File: config.mk
export PLATFORM = sky130hd
export DESIGN_NAME = mipsalu_queue
export DESIGN_NICKNAME = d
export VERILOG_FILES = /design/src/mipsalu_pkg.sv /design/src/mipsalu_queue.sv
export SDC_FILE = /design/constraint.sdc
export NUM_CORES = 1
export LEC_CHECK = 0
export BUFFER_PORTS_ARGS = -buffer_cell sky130_fd_sc_hd__buf_2
export CORE_ASPECT_RATIO = 1.25
export CORE_MARGIN = 5
export CORE_UTILIZATION = 35
export DETAILED_ROUTE_END_ITERATION = 16
export RECOVER_POWER = 100
export SYNTH_ARGS = -nofsm -noshare
export SYNTH_HDL_FRONTEND = slang
export SYNTH_SLANG_ARGS = --single-unit
export TNS_END_PERCENT = 10
File: constraint.sdc
create_clock -name clk_i -period 23.3 [get_ports clk_i]
set_input_delay 2.33 -clock clk_i [delete_from_list [all_inputs] [get_ports clk_i]]
set_output_delay 2.33 -clock clk_i [all_outputs]
set_load 0.03 [all_outputs]
File: src/mipsalu_pkg.sv
package mipsalu_pkg;

  localparam int unsigned ModeW = 6;
  localparam int unsigned DataW = 64;
  localparam int unsigned QueueDepthDef = 2;
  localparam logic [4:0] Mask5 = 5'h1f;

  typedef enum logic [ModeW-1:0] {
    OpAdd = 6'd0, OpSub = 6'd1, OpDadd = 6'd2, OpDsub = 6'd3,
    OpAnd = 6'd4, OpOr = 6'd5, OpXor = 6'd6, OpNor = 6'd7,
    OpSlt = 6'd8, OpSltu = 6'd9, OpSll = 6'd10, OpSrl = 6'd11,
    OpSra = 6'd12, OpSllv = 6'd13, OpSrlv = 6'd14, OpSrav = 6'd15,
    OpDsll = 6'd16, OpDsrl = 6'd17, OpDsra = 6'd18, OpDsllv = 6'd19,
    OpDsrlv = 6'd20, OpDsrav = 6'd21, OpMult = 6'd22, OpMultu = 6'd23,
    OpDiv = 6'd24, OpDivu = 6'd25, OpDmult = 6'd26, OpDmultu = 6'd27,
    OpDdiv = 6'd28, OpDdivu = 6'd29, OpMfhi = 6'd30, OpMflo = 6'd31,
    OpMthi = 6'd32, OpMtlo = 6'd33
  } op_e;

  typedef enum logic [1:0] {
    KindAlu = 2'd0,
    KindMul = 2'd1,
    KindDiv = 2'd2,
    KindHilo = 2'd3
  } kind_e;

  typedef struct packed {
    kind_e             kind;
    logic [ModeW-1:0]  mode;
    logic [DataW-1:0]  a;
    logic [DataW-1:0]  b;
    logic [DataW-1:0]  res;
    logic              we;
  } cmd_t;

  function automatic logic [DataW-1:0] sx32(input logic [31:0] v);
    return {{32{v[31]}}, v};
  endfunction

endpackage

File: src/mipsalu_queue.sv
module mipsalu_queue import mipsalu_pkg::*; #(
  parameter int unsigned Depth = QueueDepthDef
) (
  input  logic clk_i,
  input  logic rst_ni,
  input  logic in_valid_i,
  output logic in_ready_o,
  input  cmd_t in_cmd_i,
  output logic out_valid_o,
  input  logic out_ready_i,
  output cmd_t out_cmd_o
);

  localparam int unsigned PtrW = (Depth > 1) ? $clog2(Depth) : 1;

  cmd_t mem_q [Depth];
  logic [PtrW-1:0] wr_q, rd_q;
  logic [PtrW:0]   cnt_q;
  logic push, pop;

  assign in_ready_o  = cnt_q != (PtrW+1)'(Depth);
  assign out_valid_o = cnt_q != '0;
  assign out_cmd_o   = mem_q[rd_q];
  assign push = in_valid_i && in_ready_o;
  assign pop  = out_valid_o && out_ready_i;

  always_ff @(posedge clk_i) begin
    if (push) mem_q[wr_q] <= in_cmd_i;
  end

  always_ff @(posedge clk_i or negedge rst_ni) begin
    if (!rst_ni) begin
      wr_q <= '0;
      rd_q <= '0;
      cnt_q <= '0;
    end else begin
      if (push) wr_q <= (wr_q == PtrW'(Depth-1)) ? '0 : wr_q + 1'b1;
      if (pop) rd_q <= (rd_q == PtrW'(Depth-1)) ? '0 : rd_q + 1'b1;
      cnt_q <= cnt_q + (PtrW+1)'(push) - (PtrW+1)'(pop);
    end
  end

endmodule

==> run metrics, run 1 <==
status complete, but fails checks; failing checks capacitance limit, slew limit; largest net degree at the start of global routing 147; Seq/Total Area, Yosys 82.5%; commonest non-fill, non-tap cells in the layout 402 x edfxtp_1, 301 x clkbuf_1, 198 x mux2_2; Worst-path clk slew 0.06 ns; RR Endpoint mem_q[1][37]; worst-path maximum fanout 146; # IOs roughly 410; fillers 3811; area of the multi-input gates 2390 um2; std cell rows 84; Hold Crit Start wr_q; CP arrival 10.86 ns; Setup crit start in_valid_i; final setup fails 0; placed insts 1598; Crit. End Element flop; Worst IR Drop VDD 86.7 uV; largest family of logic cells by synthesized area multiplexers; post-CTS sizing 0; layout cell share with drive strength beyond 1 33.8%; antenna-violating nets left 0; vias in the first global route ~8400; startpoint class of the critical path input pin; latest clock arrival within the worst-skew pair between 0.5 and 0.6 ns; initial DRC count about 280; CTS tree built; routability cong. 0.794; synth top area cells edfxtp_1 82%, mux2_2 15%, buf_6 0.69%; effective utilization at floorplan 35.2%; die height 240 um; dpl cell area about 17000 um2; via count 7555; drt via density 4.51; post-synthesis xor/xnor area fraction less than 1%; most common cell after layout, fill and taps aside edfxtp_1; nets@finish around 1300; flop2flop setup slack around 14 ns; total CTS buffers 40; complex-gate fraction of the synthesized area 0.212%; Pleak ~6 nW; Setup TNS 0 ns; Pwr Density 140 nW/um2; #FFs+latches synth 406; fin cells ~1700; Min-Delay Path Class flop to flop; post-layout min period 10.99 ns; post-route cell area roughly 18000 um2; pins over their slew limit 618; global-route wire length before repair 48300 um; initial antenna violation count 9; Sink Count 406; Synth Warn # 0; DR DRC count 0; CTS max path bufs 3; WL final 33500 um; FF-to-FF path depth 3; Port Buffers 407; GRT Overall Usage 13.6%; Worst slew margin -465%; Final Hold Vio Count 0; synthesis-to-finish area growth 23.3%; synthesized cell area 14700 um2; Worst Clk Skew 0.0116 ns; FF+latch area 12200 um2; Reg2Reg Launch Point cnt_q[0]; Die X-Extent 194 um; CORE AREA 41900 um2; syn_nets 853; Worst Tran Pin Value 8.48 ns; Max-Cap Viols 9; post-synthesis adder-cell area fraction 0.0848%; Post-CTS Setup Repair Bufs 0; WS Path Type input pin to flop; wire per inst 20.0 um; drt first pass iters 6; root buffer cell clkbuf_16; hold path cells 1; gr ovfl total 0; Final period util 47.2%; H-tree levels 2; required time of the critical path 23.17 ns; Die ar. roughly 46000 um2; Cell variety after synth 19; Synth top area share 81.9%; post-synthesis mux area share 15.3%; FMAX 0.0910 GHz; Mapped Cells 647; Final HPWL DP 23200 um; Post-CTS Hold Buffers 0; Synth Area in Simple Gates 0.331%; Mean Syn Cell Area 22.8 um2; post-synth top area cell edfxtp_1; Hold EP wr_q; RSZ-0062 raised after global routing no
## how the worst max path moves through the flow
stage,to,slack (ns),cells past startpoint
3_3_place_gp,out_cmd_o[185],18.25,3
2_1_floorplan,mem_q[0][0],11.79,2
3_5_place_dp,out_cmd_o[31],18.25,3
4_1_cts,out_cmd_o[19],17.66,3
6_report,mem_q[1][37],12.31,3
5_1_grt,mem_q[1][160],11.54,3
## sequential cells by signal, summed over array words and instances, names as in the netlist
| signal | flops |
|---|---|
| cnt_q | 2 |
| mem_q | 402 |
| rd_q | 1 |
| wr_q | 1 |
## cell usage after synthesis
| cell | number |
|---|---|
| and3_1 | 1 |
| nand3_1 | 1 |
| nand2_1 | 2 |
| dfrtp_1 | 4 |
| o21ai_0 | 1 |
| or2_2 | 1 |
| nor2b_1 | 1 |
| edfxtp_1 | 402 |
| mux2_2 | 201 |
| nor2_1 | 3 |
| a21bo_2 | 1 |
| nand2b_1 | 1 |
| buf_2 | 2 |
| buf_6 | 9 |
| a211oi_1 | 1 |
| xnor2_1 | 3 |
| a32oi_1 | 1 |
| buf_4 | 11 |
| ha_1 | 1 |
## worst max-delay path: stages
cell and delay [ns]:
clkbuf_1 0.21, and3_1 2.03, clkbuf_1 5.91
## per-stage QoR
step / power (mW) / hold slack, ns / utilization, % / setup slack, ns
finish: 2.55 / 0.547 / 43.3 / 12.31
global route: 2.68 / 0.585 / 43.3 / 11.54
CTS: 2.59 / 0.560 / 44.3 / 17.66
detailed placement: 1.99 / 0.552 / 41.4 / 18.25
global placement: 1.98 / 0.538 / 41.4 / 18.25
floorplan: 1.77 / 0.460 / - / 11.79
## cells by family (layout without fill, tap and decap cells)
group | Yosys count | in the layout
XOR/XNOR | 3 | 3
multiplexers | 201 | 201
adder cells (fa/ha/maj) | 1 | 1
flip-flops | 406 | 406
AO/OA/AOI/OAI | 4 | 4
AND/OR/NAND/NOR | 10 | 10
buffers and inverters | 22 | 484
other | 0 | 8
## power by group
part	internal (mW)	leakage [nW]	switching, mW
Sequential	1.03	3.79	0.0682
Combinational	0.269	1.66	0.596
Clock	0.334	0.577	0.258
Total	1.63	6.03	0.922
## cell type report
class	count	share of cell area, %
tap	559	3.85
clock buffer	50	5.83
multi-input combinational	219	13.1
antenna	8	0.110
sequential	406	67.0
clock inverter	20	0.716
timing repair buffer	414	9.39
## layer usage
layer  track usage [%]  share of wire [%]  wire length, um  vias to the layer above
li1                  -                  -                -                     3475
met1              13.4                 33            11200                     3731
met2              25.8                 55            18400                      272
met3              4.56                7.5             2510                       77
met4              6.27                4.3             1450                        0
met5                 0                  0                0                        -
No activity file was read; power rests on OpenSTA's default activity.
==> run 2: changes to the inputs <==
==> constraint.sdc (replaced) <==
create_clock -name clk_i -period 10.05 [get_ports clk_i]
set_input_delay 1.005 -clock clk_i [delete_from_list [all_inputs] [get_ports clk_i]]
set_output_delay 1.005 -clock clk_i [all_outputs]
set_load 0.03 [all_outputs]
==> run 2 against run 1 <==
Effect of this change: the run still ends with capacitance limit, slew limit left; clock power up 150%; flip-flop and latch count unchanged; register-to-register slack worse by 9.9 ns; critical path type unchanged; global-route usage decreased by 1.0 points; sequential share of layout area down 0.53 points; critical endpoint is now mem_q[0][189]; design area up 0.80%; non-clock buffer count fell by 1.
==> run metrics, run 2 (same netlist as run 1, synthesis figures left out) <==
Post-CTS Setup Repair Bufs 0 (unchanged); drt via density 4.50 (was 4.51); Top reg by flops mem_q (unchanged); Pwr Density 323 nW/um2 (was 140 nW/um2); Post-CTS Hold Buffers 0 (unchanged); Crit. End Element flop (unchanged); drt first pass iters 6 (unchanged); Regs by FF count mem_q: 402 flops, cnt_q: 2 flops (unchanged); CTS max path bufs 3 (unchanged); initial antenna violation count 5 (was 9); global-route wire length before repair 45500 um (was 48300 um); CORE AREA 41900 um2 (unchanged); Port Buffers 407 (unchanged); worst-path maximum fanout 65 (was 146); Reg2Reg Launch Point cnt_q[0] (unchanged); H-tree levels 2 (unchanged); Min-Delay Path Class input pin to asynchronous set/reset pin (was flop to flop); largest net degree at the start of global routing 175 (was 147); GRT Overall Usage 12.6% (was 13.6%); post-layout min period around 6.3 ns; effective utilization at floorplan 35.2% (unchanged); RR Endpoint mem_q[0][189] (was mem_q[1][37]); most common cell after layout, fill and taps aside edfxtp_1 (unchanged); Slowest cell on crit path clkbuf_1 (unchanged); fillers 3882 (was 3811); Worst Clk Skew 0.0196 ns (was 0.0116 ns); wire per inst 18.8 um (was 20.0 um); top cell family by delay on the critical path buffers and inverters (unchanged); status complete, but fails checks (unchanged); commonest non-fill, non-tap cells in the layout 402 x edfxtp_1, 276 x clkbuf_1, 194 x mux2_2 (was 402 x edfxtp_1, 301 x clkbuf_1, 198 x mux2_2); Sink Count 406 (unchanged); # IOs 408 (unchanged); total CTS buffers 41 (was 40); root buffer cell clkbuf_16 (unchanged); Final HPWL DP 21000 um (was 23200 um); routability cong. 0.737 (was 0.794); post-CTS sizing 0 (unchanged); FF-to-FF path depth 4 (was 3); nets@finish 1287 (unchanged); Final period util a little over three fifths; delay of the slowest cell on the worst path 2.68 ns (was 5.91 ns); pins over their slew limit 201 (was 618); Worst slew margin -142% (was -465%); WL final 31400 um (was 33500 um); final setup fails 0 (unchanged); Final Hold Vio Count 0 (unchanged); failing checks capacitance limit, slew limit (unchanged); latest clock arrival within the worst-skew pair 0.53 ns (was 0.52 ns); Worst Tran Pin Value 3.63 ns (was 8.48 ns); gr ovfl total 0 (unchanged); synthesis-to-finish area growth 24.2% (was 23.3%); startpoint class of the critical path input pin (unchanged); die height 240 um (unchanged); max reg flops 402 (unchanged); required time of the critical path 10.09 ns (was 23.17 ns); Die ar. 46400 um2 (unchanged); Worst IR Drop VDD 243 uV (was 86.7 uV); RSZ-0062 raised after global routing no (unchanged); initial DRC count 271 (was 281); via count 7529 (was 7555); WS Path Type input pin to flop (unchanged); flop2flop setup slack 3.88 ns (was 13.75 ns); Setup TNS 0 ns (unchanged); vias in the first global route 7944 (was 8354); Die X-Extent 194 um (unchanged); layout cell share with drive strength beyond 1 35.8% (was 33.8%); most frequent cell on the critical path clkbuf_1 (unchanged); Worst Path Buf+Inv 2 (unchanged); ordered list of cells on the worst path clkbuf_1, nand2_1, nor2_1, clkbuf_1 (was clkbuf_1, and3_1, clkbuf_1); CTS tree built (unchanged); Worst-path clk slew 0.06 ns (about the same); FMAX approximately 0.16 GHz; Max-Cap Viols 4 (was 9); Pleak 6.16 nW (was 6.03 nW); Final Power 5.92 mW (was 2.55 mW); antenna-violating nets left 0 (unchanged); DR DRC count 0 (unchanged); std cell rows 84 (unchanged); CP arrival 6.33 ns (was 10.86 ns)
==> run 2: worst max path at each step <==
stage / from / slack [ns] / cells after the start / to
final: in_valid_i / 3.76 / 4 / mem_q[0][189]
after global routing: in_valid_i / 3.10 / 4 / mem_q[0][189]
after CTS: rd_q / 6.21 / 3 / out_cmd_o[131]
after detailed placement: in_valid_i / 5.99 / 5 / mem_q[0][146]
after global placement: in_valid_i / 5.98 / 5 / mem_q[0][146]
after floorplan: in_valid_i / 3.26 / 2 / mem_q[0][0]
==> run 2: report_power, final <==
group          leakage [nW]  internal, mW  switching, mW
sequential             3.79          2.33         0.0951
clock                 0.642         0.871          0.600
combinational          1.73         0.575           1.45
==> run 2: per-stage QoR <==
step,hold slack (ns),instances,setup slack [ns],util [%],area (um2)
after floorplan,0.479,647,3.26,-,14800
final,0.311,1673,3.76,43.7,18300
after global placement,0.539,1597,5.98,41.4,17400
after detailed placement,0.547,1597,5.99,41.4,17400
after CTS,0.240,1670,6.21,44.5,18700
after global routing,0.304,1673,3.10,43.7,18300
==> run 2: routing by layer <==
layer	track usage, %	wire length, um	part of all wire [%]	up-vias
li1	-	-	-	3461
met1	13.1	11200	36	3746
met2	23.8	17000	54	255
met3	4.00	2160	6.9	63
met4	4.74	956	3.0	4
met5	0	19	0.061	-
==> run 2: final cells by class <==
| type | count | area [um2] | area share, % |
|---|---|---|---|
| sequential | 406 | 12200 | 66.4 |
| multi-input combinational | 219 | 2380 | 13.0 |
| timing repair buffer | 413 | 1750 | 9.56 |
| clock buffer | 52 | 1130 | 6.17 |
| tap | 559 | 699 | 3.82 |
| clock inverter | 21 | 180 | 0.983 |
| antenna | 3 | 7.51 | 0.0410 |
